--- config.mk ---
export PLATFORM = sky130hd
export DESIGN_NAME = mean_coefficient_of_variation
export DESIGN_NICKNAME = d
export VERILOG_FILES = /design/src/hdl/mcv_pkg.sv /design/src/hdl/mean_coefficient_of_variation.sv /design/src/hdl/mcv_sqrt.sv /design/src/hdl/mcv_div.sv
export SDC_FILE = /design/constraint.sdc
export NUM_CORES = 2
export LEC_CHECK = 0
export BUFFER_PORTS_ARGS = -buffer_cell sky130_fd_sc_hd__buf_4
export CELL_PAD_IN_SITES_DETAIL_PLACEMENT = 0
export CELL_PAD_IN_SITES_GLOBAL_PLACEMENT = 1
export CORE_AREA = 4 4 494 496
export CTS_BUF_LIST = sky130_fd_sc_hd__clkbuf_4 sky130_fd_sc_hd__clkbuf_8 sky130_fd_sc_hd__clkbuf_16
export CTS_CLUSTER_DIAMETER = 200
export DETAILED_ROUTE_END_ITERATION = 10
export DIE_AREA = 0 0 498 500
export PLACE_DENSITY = 0.43
export SLEW_MARGIN = 40
export SYNTH_ARGS = -nofsm -noshare
export SYNTH_HDL_FRONTEND = slang
export SYNTH_HIERARCHICAL = 1
export SYNTH_SLANG_ARGS = --single-unit
--- constraint.sdc ---
create_clock -name clk -period 14.5 [get_ports clk]
set_input_delay 1.45 -clock clk [delete_from_list [all_inputs] [get_ports clk]]
set_output_delay 1.45 -clock clk [all_outputs]
set_load 0.02 [all_outputs]
--- src/hdl/mcv_pkg.sv ---
`default_nettype none

package mcv_pkg;

  localparam int NUM_SIDES   = 6;
  localparam int SIDE_W      = 32;
  localparam int FRAC_BITS   = 16;
  localparam int MAX_ENTRIES = 65536;

  // result fields
  localparam int RATIO_W = 18;
  localparam int COUNT_W = 17;
  localparam int SUM_W   = 34;

  // entry arithmetic
  localparam int S_W        = SIDE_W + 3;                // sum of six sides
  localparam int Q_W        = 2 * SIDE_W + 3;            // sum of six squares
  localparam int DIG_W      = 4;                         // multiplier digit
  localparam int MUL_DIGITS = (S_W + DIG_W - 1) / DIG_W;
  localparam int MPL_W      = MUL_DIGITS * DIG_W;
  localparam int PROD_W     = 2 * S_W;
  // 6*Q - S*S is a sum of 15 squared pair differences, at most 9 * max^2
  localparam int D_W        = 2 * SIDE_W + 4;
  localparam int RAD_W      = D_W + 2 * FRAC_BITS;
  localparam int ROOT_W     = RAD_W / 2;
  localparam int REM_W      = ROOT_W + 1;

  localparam int IN_TDATA_W  = NUM_SIDES * SIDE_W;
  localparam int OUT_TDATA_W = ((RATIO_W + COUNT_W + 7) / 8) * 8;

  typedef logic [SIDE_W-1:0] side_t;

endpackage

`default_nettype wire

--- src/hdl/mean_coefficient_of_variation.sv ---
// Channel | Dir | tdata (low bit up)              | tuser              | tlast
// --------+-----+----------------------------------+--------------------+-----------
// in_     | in  | side_0 .. side_5, 32 bits each   | entry_failed       | last_entry
// out_    | out | mean_ratio[17:0], entries_used   | no_entries,        | -
//         |     | [34:18], zero pad to 40 bits     | zero_mean_seen     |
//
// A counted entry runs six side squarings (load, nine radix-16 digits, add),
// a squaring of the sum, a square root, a divide and control states. An
// all-zero entry skips the root and the divide, and a failed or overflow
// entry skips all arithmetic. A last item adds a mean divide (none when
// nothing was counted) and an emit step that waits for the output register.
// One entry is in flight at a time; in_tready is high only between entries.
// A waiting result holds in the output register while the next entries run;
// a new result waits for it to be taken. Reset (rst_n low, synchronous)
// clears the running sum, count and flag and empties the output register.
`default_nettype none

module mean_coefficient_of_variation
  import mcv_pkg::*;
(
  input  wire logic                   clk,
  input  wire logic                   rst_n,
  input  wire logic                   in_tvalid,
  output logic                        in_tready,
  input  wire logic [IN_TDATA_W-1:0]  in_tdata,   // side_0 .. side_5
  input  wire logic                   in_tuser,   // entry_failed
  input  wire logic                   in_tlast,   // last_entry
  output logic                        out_tvalid,
  input  wire logic                   out_tready,
  output logic [OUT_TDATA_W-1:0]      out_tdata,  // mean_ratio, entries_used, pad
  output logic [1:0]                  out_tuser   // no_entries, zero_mean_seen
);

  localparam logic [3:0] ST_IDLE = 4'd0;
  localparam logic [3:0] ST_LOAD = 4'd1;
  localparam logic [3:0] ST_MUL  = 4'd2;
  localparam logic [3:0] ST_ACC  = 4'd3;
  localparam logic [3:0] ST_DIFF = 4'd4;
  localparam logic [3:0] ST_ROOT = 4'd5;
  localparam logic [3:0] ST_DIVR = 4'd6;
  localparam logic [3:0] ST_FIN  = 4'd7;
  localparam logic [3:0] ST_MEAN = 4'd8;
  localparam logic [3:0] ST_EMIT = 4'd9;

  localparam int DCNT_W = $clog2(MUL_DIGITS);
  localparam int SCNT_W = $clog2(NUM_SIDES + 1);

  logic [3:0]         state_r,    state_nxt;
  side_t              side_r [NUM_SIDES];
  side_t              side_nxt [NUM_SIDES];
  logic               last_r,     last_nxt;
  logic [SCNT_W-1:0]  scnt_r,     scnt_nxt;
  logic [DCNT_W-1:0]  dcnt_r,     dcnt_nxt;
  logic               sq_s_r,     sq_s_nxt;
  logic [S_W-1:0]     mcand_r,    mcand_nxt;
  logic [MPL_W-1:0]   mplier_r,   mplier_nxt;
  logic [PROD_W-1:0]  acc_r,      acc_nxt;
  logic [S_W-1:0]     s_r,        s_nxt;
  logic [Q_W-1:0]     q_r,        q_nxt;
  logic [D_W-1:0]     d_r,        d_nxt;
  logic [SUM_W-1:0]   sum_r,      sum_nxt;
  logic [COUNT_W-1:0] count_r,    count_nxt;
  logic               zm_r,       zm_nxt;
  logic [RATIO_W-1:0] mean_r,     mean_nxt;
  logic               ovalid_r,   ovalid_nxt;
  logic [RATIO_W-1:0] omean_r,    omean_nxt;
  logic [COUNT_W-1:0] ocount_r,   ocount_nxt;
  logic               onone_r,    onone_nxt;
  logic               ozm_r,      ozm_nxt;

  logic [S_W+DIG_W-1:0] pp;
  logic [PROD_W-1:0]    q6;
  logic [PROD_W-1:0]    dfull;
  logic                 in_acc;
  logic                 use_entry;

  logic                 sqrt_start;
  logic                 sqrt_done;
  logic [ROOT_W-1:0]    sqrt_root;
  logic                 div_start;
  logic                 div_done;
  logic [ROOT_W-1:0]    div_dvd;
  logic [S_W-1:0]       div_dvs;
  logic [RATIO_W-1:0]   div_quo;

  assign in_tready = (state_r == ST_IDLE);
  assign in_acc    = in_tvalid && in_tready;
  assign use_entry = !in_tuser && (count_r < COUNT_W'(MAX_ENTRIES));

  assign pp    = mcand_r * mplier_r[MPL_W-1 -: DIG_W];
  assign q6    = PROD_W'({q_r, 2'b00}) + PROD_W'({q_r, 1'b0});
  assign dfull = q6 - acc_r;

  assign sqrt_start = (state_r == ST_DIFF) && (s_r != '0);
  assign div_start  = ((state_r == ST_ROOT) && sqrt_done) ||
                      ((state_r == ST_FIN) && last_r && (count_r != '0));
  assign div_dvd    = (state_r == ST_FIN) ? ROOT_W'(sum_r) : sqrt_root;
  assign div_dvs    = (state_r == ST_FIN) ? S_W'(count_r) : s_r;

  always_comb begin
    state_nxt  = state_r;
    side_nxt   = side_r;
    last_nxt   = last_r;
    scnt_nxt   = scnt_r;
    dcnt_nxt   = dcnt_r;
    sq_s_nxt   = sq_s_r;
    mcand_nxt  = mcand_r;
    mplier_nxt = mplier_r;
    acc_nxt    = acc_r;
    s_nxt      = s_r;
    q_nxt      = q_r;
    d_nxt      = d_r;
    sum_nxt    = sum_r;
    count_nxt  = count_r;
    zm_nxt     = zm_r;
    mean_nxt   = mean_r;
    ovalid_nxt = ovalid_r && !out_tready;
    omean_nxt  = omean_r;
    ocount_nxt = ocount_r;
    onone_nxt  = onone_r;
    ozm_nxt    = ozm_r;

    unique case (state_r)
      ST_IDLE: begin
        if (in_acc) begin
          for (int i = 0; i < NUM_SIDES; i++) begin
            side_nxt[i] = in_tdata[i*SIDE_W +: SIDE_W];
          end
          last_nxt  = in_tlast;
          scnt_nxt  = '0;
          sq_s_nxt  = 1'b0;
          s_nxt     = '0;
          q_nxt     = '0;
          state_nxt = use_entry ? ST_LOAD : ST_FIN;
        end
      end
      ST_LOAD: begin
        mcand_nxt  = S_W'(side_r[0]);
        mplier_nxt = MPL_W'(side_r[0]);
        s_nxt      = s_r + S_W'(side_r[0]);
        acc_nxt    = '0;
        dcnt_nxt   = '0;
        scnt_nxt   = scnt_r + 1'b1;
        // advance the side line so the next side sits at the head
        for (int i = 0; i < NUM_SIDES - 1; i++) begin
          side_nxt[i] = side_r[i+1];
        end
        state_nxt = ST_MUL;
      end
      ST_MUL: begin
        acc_nxt    = {acc_r[PROD_W-DIG_W-1:0], {DIG_W{1'b0}}} + PROD_W'(pp);
        mplier_nxt = {mplier_r[MPL_W-DIG_W-1:0], {DIG_W{1'b0}}};
        dcnt_nxt   = dcnt_r + 1'b1;
        if (dcnt_r == DCNT_W'(MUL_DIGITS - 1)) begin
          state_nxt = ST_ACC;
        end
      end
      ST_ACC: begin
        if (sq_s_r) begin
          d_nxt     = dfull[D_W-1:0];
          state_nxt = ST_DIFF;
        end else begin
          q_nxt = q_r + Q_W'(acc_r);
          if (scnt_r == SCNT_W'(NUM_SIDES)) begin
            mcand_nxt  = s_r;
            mplier_nxt = MPL_W'(s_r);
            acc_nxt    = '0;
            dcnt_nxt   = '0;
            sq_s_nxt   = 1'b1;
            state_nxt  = ST_MUL;
          end else begin
            state_nxt = ST_LOAD;
          end
        end
      end
      ST_DIFF: begin
        if (s_r == '0) begin
          // all sides zero: count it, add nothing
          zm_nxt    = 1'b1;
          count_nxt = count_r + 1'b1;
          state_nxt = ST_FIN;
        end else begin
          state_nxt = ST_ROOT;
        end
      end
      ST_ROOT: begin
        if (sqrt_done) begin
          state_nxt = ST_DIVR;
        end
      end
      ST_DIVR: begin
        if (div_done) begin
          sum_nxt   = sum_r + SUM_W'(div_quo);
          count_nxt = count_r + 1'b1;
          state_nxt = ST_FIN;
        end
      end
      ST_FIN: begin
        if (!last_r) begin
          state_nxt = ST_IDLE;
        end else if (count_r == '0) begin
          mean_nxt  = '0;
          state_nxt = ST_EMIT;
        end else begin
          state_nxt = ST_MEAN;
        end
      end
      ST_MEAN: begin
        if (div_done) begin
          mean_nxt  = div_quo;
          state_nxt = ST_EMIT;
        end
      end
      ST_EMIT: begin
        if (!ovalid_r || out_tready) begin
          ovalid_nxt = 1'b1;
          omean_nxt  = mean_r;
          ocount_nxt = count_r;
          onone_nxt  = (count_r == '0);
          ozm_nxt    = zm_r;
          sum_nxt    = '0;
          count_nxt  = '0;
          zm_nxt     = 1'b0;
          state_nxt  = ST_IDLE;
        end
      end
      default: begin
        state_nxt = ST_IDLE;
      end
    endcase
  end

  always_ff @(posedge clk) begin
    if (!rst_n) begin
      state_r  <= ST_IDLE;
      ovalid_r <= 1'b0;
      sum_r    <= '0;
      count_r  <= '0;
      zm_r     <= 1'b0;
    end else begin
      state_r  <= state_nxt;
      ovalid_r <= ovalid_nxt;
      sum_r    <= sum_nxt;
      count_r  <= count_nxt;
      zm_r     <= zm_nxt;
    end
  end

  always_ff @(posedge clk) begin
    side_r   <= side_nxt;
    last_r   <= last_nxt;
    scnt_r   <= scnt_nxt;
    dcnt_r   <= dcnt_nxt;
    sq_s_r   <= sq_s_nxt;
    mcand_r  <= mcand_nxt;
    mplier_r <= mplier_nxt;
    acc_r    <= acc_nxt;
    s_r      <= s_nxt;
    q_r      <= q_nxt;
    d_r      <= d_nxt;
    mean_r   <= mean_nxt;
    omean_r  <= omean_nxt;
    ocount_r <= ocount_nxt;
    onone_r  <= onone_nxt;
    ozm_r    <= ozm_nxt;
  end

  mcv_sqrt u_sqrt (
    .clk   (clk),
    .rst_n (rst_n),
    .start (sqrt_start),
    .rad   ({d_r, {(2*FRAC_BITS){1'b0}}}),
    .done  (sqrt_done),
    .root  (sqrt_root)
  );

  mcv_div u_div (
    .clk      (clk),
    .rst_n    (rst_n),
    .start    (div_start),
    .dividend (div_dvd),
    .divisor  (div_dvs),
    .done     (div_done),
    .quo      (div_quo)
  );

  assign out_tvalid = ovalid_r;
  assign out_tdata  = {{(OUT_TDATA_W-RATIO_W-COUNT_W){1'b0}}, ocount_r, omean_r};
  assign out_tuser  = {ozm_r, onone_r};

  a_root_when_waiting: assert property (@(posedge clk) disable iff (!rst_n)
    sqrt_done |-> state_r == ST_ROOT)
    else $error("root finished outside the root wait state");

  a_div_when_waiting: assert property (@(posedge clk) disable iff (!rst_n)
    div_done |-> (state_r == ST_DIVR || state_r == ST_MEAN))
    else $error("divide finished outside a divide wait state");

  a_count_bound: assert property (@(posedge clk) disable iff (!rst_n)
    count_r <= COUNT_W'(MAX_ENTRIES))
    else $error("entry count above its limit");

  a_empty_flag: assert property (@(posedge clk) disable iff (!rst_n)
    (out_tvalid && out_tuser[0]) |->
      (out_tdata[RATIO_W+COUNT_W-1:RATIO_W] == '0 && out_tdata[RATIO_W-1:0] == '0))
    else $error("empty result carries a count or a mean");

endmodule

`default_nettype wire

--- src/hdl/mcv_sqrt.sv ---
`default_nettype none

// Integer square root, one result bit per cycle (two radicand bits shifted in).
module mcv_sqrt
  import mcv_pkg::*;
(
  input  wire logic              clk,
  input  wire logic              rst_n,
  input  wire logic              start,
  input  wire logic [RAD_W-1:0]  rad,
  output logic                   done,
  output logic [ROOT_W-1:0]      root
);

  localparam int CNT_W = $clog2(ROOT_W);

  logic [RAD_W-1:0]  rad_r,  rad_nxt;
  logic [REM_W-1:0]  rem_r,  rem_nxt;
  logic [ROOT_W-1:0] root_r, root_nxt;
  logic [CNT_W-1:0]  cnt_r,  cnt_nxt;
  logic              busy_r, busy_nxt;
  logic              done_r, done_nxt;

  logic [REM_W+1:0]  rem_sh;
  logic [REM_W+1:0]  trial;

  always_comb begin
    rem_sh   = {rem_r, rad_r[RAD_W-1 -: 2]};
    trial    = (REM_W+2)'({root_r, 2'b01});
    rad_nxt  = rad_r;
    rem_nxt  = rem_r;
    root_nxt = root_r;
    cnt_nxt  = cnt_r;
    busy_nxt = busy_r;
    done_nxt = 1'b0;
    if (start) begin
      rad_nxt  = rad;
      rem_nxt  = '0;
      root_nxt = '0;
      cnt_nxt  = '0;
      busy_nxt = 1'b1;
    end else if (busy_r) begin
      rad_nxt = {rad_r[RAD_W-3:0], 2'b00};
      if (rem_sh >= trial) begin
        rem_nxt  = REM_W'(rem_sh - trial);
        root_nxt = {root_r[ROOT_W-2:0], 1'b1};
      end else begin
        rem_nxt  = REM_W'(rem_sh);
        root_nxt = {root_r[ROOT_W-2:0], 1'b0};
      end
      cnt_nxt = cnt_r + 1'b1;
      if (cnt_r == CNT_W'(ROOT_W - 1)) begin
        busy_nxt = 1'b0;
        done_nxt = 1'b1;
      end
    end
  end

  always_ff @(posedge clk) begin
    if (!rst_n) begin
      busy_r <= 1'b0;
      done_r <= 1'b0;
    end else begin
      busy_r <= busy_nxt;
      done_r <= done_nxt;
    end
  end

  always_ff @(posedge clk) begin
    rad_r  <= rad_nxt;
    rem_r  <= rem_nxt;
    root_r <= root_nxt;
    cnt_r  <= cnt_nxt;
  end

  assign done = done_r;
  assign root = root_r;

endmodule

`default_nettype wire

--- src/hdl/mcv_div.sv ---
`default_nettype none

// Restoring divider, one quotient bit per cycle. The quotient is known to fit
// in RATIO_W bits, so the upper dividend bits start out as the remainder.
module mcv_div
  import mcv_pkg::*;
(
  input  wire logic               clk,
  input  wire logic               rst_n,
  input  wire logic               start,
  input  wire logic [ROOT_W-1:0]  dividend,
  input  wire logic [S_W-1:0]     divisor,
  output logic                    done,
  output logic [RATIO_W-1:0]      quo
);

  localparam int CNT_W = $clog2(RATIO_W);
  localparam int HI_W  = ROOT_W - RATIO_W;

  logic [S_W-1:0]     rem_r,  rem_nxt;
  logic [S_W-1:0]     dvs_r,  dvs_nxt;
  logic [RATIO_W-1:0] low_r,  low_nxt;
  logic [CNT_W-1:0]   cnt_r,  cnt_nxt;
  logic               busy_r, busy_nxt;
  logic               done_r, done_nxt;

  logic [S_W:0]       rem_sh;

  always_comb begin
    rem_sh   = {rem_r, low_r[RATIO_W-1]};
    rem_nxt  = rem_r;
    dvs_nxt  = dvs_r;
    low_nxt  = low_r;
    cnt_nxt  = cnt_r;
    busy_nxt = busy_r;
    done_nxt = 1'b0;
    if (start) begin
      rem_nxt  = S_W'(dividend[ROOT_W-1 -: HI_W]);
      low_nxt  = dividend[RATIO_W-1:0];
      dvs_nxt  = divisor;
      cnt_nxt  = '0;
      busy_nxt = 1'b1;
    end else if (busy_r) begin
      // shift dividend bits out the top, quotient bits in at the bottom
      if (rem_sh >= {1'b0, dvs_r}) begin
        rem_nxt = S_W'(rem_sh - {1'b0, dvs_r});
        low_nxt = {low_r[RATIO_W-2:0], 1'b1};
      end else begin
        rem_nxt = S_W'(rem_sh);
        low_nxt = {low_r[RATIO_W-2:0], 1'b0};
      end
      cnt_nxt = cnt_r + 1'b1;
      if (cnt_r == CNT_W'(RATIO_W - 1)) begin
        busy_nxt = 1'b0;
        done_nxt = 1'b1;
      end
    end
  end

  always_ff @(posedge clk) begin
    if (!rst_n) begin
      busy_r <= 1'b0;
      done_r <= 1'b0;
    end else begin
      busy_r <= busy_nxt;
      done_r <= done_nxt;
    end
  end

  always_ff @(posedge clk) begin
    rem_r <= rem_nxt;
    dvs_r <= dvs_nxt;
    low_r <= low_nxt;
    cnt_r <= cnt_nxt;
  end

  assign done = done_r;
  assign quo  = low_r;

endmodule

`default_nettype wire

==> key figures <==
Cells and area
  – Most frequent standard cell in the layout excluding fill and tap cells: sky130_fd_sc_hd__edfxtp_1
  – Commonest cells after routing, fill and taps aside: sky130_fd_sc_hd__edfxtp_1 (750), sky130_fd_sc_hd__inv_1 (515), sky130_fd_sc_hd__nor2_1 (451)
  – Area added between synthesis and finish: 15.4%
  – Non-filler cells, final: 9280
  – Fill cell instance count of the final layout: 25300
  – Nets: 6681
  – Fraction of layout instances using a drive strength above 1: 12.7%

Synth
  – Post-synth ARST share: 0%
  – Number of flops mapped to enable cells by yosys: 750
  – Synth unique cells: 116
  – Synthesized flop and latch total: 926
  – Mean post-synth cell area: 10.3 um^2
  – Sequential area share after synthesis: 43.6%
  – Primary flip-flop cell chosen by synthesis mapping: sky130_fd_sc_hd__edfxtp_1
  – Synthesis Warnings: 6
  – Summed instance area of the synthesized netlist: 59800 um^2
  – Mapped Cells: 5814

Clocking
  – Post-cts sizing count: 0
  – Number of buffers inserted by post-CTS setup repair: 0
  – Clock tree sinks: 926
  – Clock latency on the worst-skew pair: 770 ps
  – CTS hold repair buffers: 0
  – Number of buffers created by CTS: 118
  – TritonCTS clock tree: done
  – Buffer cell driving the clock tree root: sky130_fd_sc_hd__clkbuf_16
  – Max Root-Sink Buffers: 3
  – CTS clock-pin slew for the worst setup and hold paths: 60 ps
  – H-tree level count: 3

Critical path
  – Largest stage delay, worst path: 580 ps
  – Peak fanout along the critical path: 35
  – Crit end category: flop
  – Destination of the worst register-to-register timing path: acc_r[54]$_SDFFCE_PP0P_
  – Startpoint type of the worst setup path: flop
  – Beginning of the worst register-to-register path: mplier_r[34]$_DFFE_PP_
  – Path depth of the worst reg2reg path: 18
  – Kind of cell with the highest combined delay on the critical path: adder cells
  – Cell with the most instances on the worst path: sky130_fd_sc_hd__fa_1
  – R2r setup slk: 8570 ps
  – Worst endpoint data arrival time: 6430 ps
  – Classification of the worst setup path: reg2reg
  – Count of buffer and inverter cells on the critical path: 2
  – WP data required: 15000 ps
  – Slowest library cell on the worst path: sky130_fd_sc_hd__fa_1
  – Cell-by-cell trace of the critical path: buf_4 > and2_1 > fa_1 > fa_1 > fa_1 > ha_1 > a21o_1 > a21oi_1 > o21ai_0 > o31a_1 > o41ai_2 > buf_4 > nor4_1 > nor3_1 > a211o_1 > and4b_1 > xnor2_1 > nor2_1

Die
  – Number of placement rows: 180
  – Core Area: 240000 um^2
  – Width of the die: 498 um
  – Total die area: 249000 um^2
  – Initial core utilization: 24.9%
  – Die H: 500 um
  – Boundary Pins: 242

Global route
  – Global route total overflow: 0
  – Initial antenna violation count: 24
  – First-pass GRT wire length: 280 mm
  – Largest net degree at the start of global routing: 111
  – Vias in the first global route: 44000
  – Global router's overall resource usage: 14.3%

STA
  – Post-layout min period: 5930 ps
  – Unrepaired setup endpoints after global routing: no
  – Post-route fraction of the period consumed by the critical path: 40.9%
  – Final setup vio count: 0
  – Tightest Pin Transition: 821 ps
  – Max-Slew Margin vs Limit: 45.2%
  – Max Fclk: 169 MHz
  – Pins over their slew limit: 0
  – Total Neg Setup Slack: 0 ps
  – Final hold violation count: 0
  – Post-Route Skew: 76.5 ps

Route
  – Antenna Violating Nets Remaining: 0
  – Total vias in the final route: 42600
  – Wirelength, routed: 181 mm
  – Router iterations before antenna repair: 7
  – Final routed wire length divided by cell count: 19.5 um
  – Average vias per placed instance: 4.59
  – DRC violation count after routing: 0
  – First DRT Iteration DRCs: 2393

Place
  – Cell Count Post-Placement: 9048
  – Count of buffers from port buffering: 236
  – HPWL reported at the end of detailed placement: 136 mm
  – RePlAce Congestion: 0.793

Min path
  – Path type of the worst min-delay path: reg2reg
  – Min-Delay Startpoint: mean_r[12]$_SDFFCE_PN0P_
  – Cells on Worst Hold Path: 0
  – Terminating pin of the worst hold path: omean_r[12]$_DFFE_PP_

Flow run
  – Number of violations of the max-capacitance limit: 0

Status
  – Run status: finished, final reports clean
[cell usage after synthesis, drive strengths merged, types with 14 or more instances]
master / n / area [um^2]
a21oi: 355 / 1800
dfxtp: 176 / 3520
a21o: 151 / 1130
o211ai: 27 / 223
mux2i: 88 / 881
o21bai: 43 / 323
nand3: 83 / 415
nand2b: 38 / 238
edfxtp: 750 / 22500
and3: 72 / 452
fa: 170 / 3400
clkbuf: 219 / 883
nor2b: 64 / 400
o21ai: 271 / 1360
xnor2: 186 / 1630
a22o: 162 / 1420
xor2: 143 / 1250
a21boi: 21 / 161
nor4: 30 / 188
o31ai: 28 / 267
a211o: 14 / 123
or3: 27 / 174
inv: 520 / 1950
nor3: 71 / 365
nand4: 89 / 578
nor2: 452 / 1700
and2: 205 / 1280
nand2: 457 / 1730
o21a: 35 / 263
a311oi: 39 / 354
ha: 327 / 4090
a211oi: 46 / 350
a31oi: 36 / 238
buf: 50 / 317
or2: 18 / 113
mux2: 187 / 2110
[cells by family (layout without fill, tap and decap cells)]
family                     count (synthesis)  in the layout  share of synthesized area (%)
and+or+nand+nor                         1655           1655                           13.5
other                                      1             50                        0.00627
xor gates and xnor gates                 329            329                           4.82
muxes                                    275            275                           5.00
adders and majority gates                497            497                           12.5
DFF                                      926            926                           43.6
AOI/OAI and AO/OA                       1342           1342                           15.3
buffers and inverters                    789           1021                           5.27
[routing by layer]
| layer | track usage, % | share of wire, % | vias up |
|---|---|---|---|
| li1 | - | - | 21100 |
| met1 | 20.5 | 50 | 20600 |
| met2 | 21.9 | 43 | 665 |
| met3 | 3.10 | 5.1 | 195 |
| met4 | 3.05 | 1.7 | 20 |
| met5 | 0 | 0.094 | - |
[state kept, by name, indices dropped and copies added (netlist names), 34 cells and up]
signal / flops
q_r: 67
mplier_r: 36
u_sqrt/root: 50
u_sqrt/rad_r: 100
s_r: 35
u_div/rem_r: 35
side_r: 192
acc_r: 68
mcand_r: 35
u_div/dvs_r: 35
u_sqrt/rem_r: 51
d_r: 68
sum_r: 34
[metrics by stage]
stage	utilization, %	setup WS (ps)	area [um^2]	hold WS (ps)
final	28.8	8570	69000	414
after global routing	28.8	8160	68900	423
after CTS	28.7	8480	68800	413
after detailed placement	27.1	8540	65000	405
after global placement	27.1	8590	64900	405
after floorplan	-	7470	59900	400
[final cells by class]
| class | instances | area, um^2 | area share [%] |
|---|---|---|---|
| diodes | 13 | 32.5 | 0.0472 |
| repair buffers | 285 | 2220 | 3.22 |
| inverters | 520 | 1960 | 2.85 |
| well taps | 3185 | 3990 | 5.78 |
| flip-flops and latches | 926 | 26100 | 37.8 |
| multi-input cells | 4135 | 30800 | 44.7 |
| clock inverters | 64 | 598 | 0.867 |
| clock buffers | 152 | 3260 | 4.72 |
[how the worst max path moves through the flow]
stage,start,end,slack [ps],cells after the start
after floorplan,state_r[3]$_SDFFE_PN0P_,acc_r[0]$_SDFFCE_PP0P_,7470,5
after global placement,mplier_r[35]$_DFFE_PP_,acc_r[54]$_SDFFCE_PP0P_,8590,18
after detailed placement,mplier_r[35]$_DFFE_PP_,acc_r[54]$_SDFFCE_PP0P_,8540,18
after CTS,mplier_r[34]$_DFFE_PP_,acc_r[54]$_SDFFCE_PP0P_,8480,18
after global routing,mplier_r[34]$_DFFE_PP_,acc_r[54]$_SDFFCE_PP0P_,8160,18
final,mplier_r[34]$_DFFE_PP_,acc_r[54]$_SDFFCE_PP0P_,8570,18
Power is not shown: default switching activity piles up to over one toggle a cycle in this logic, so the estimate is an artifact.
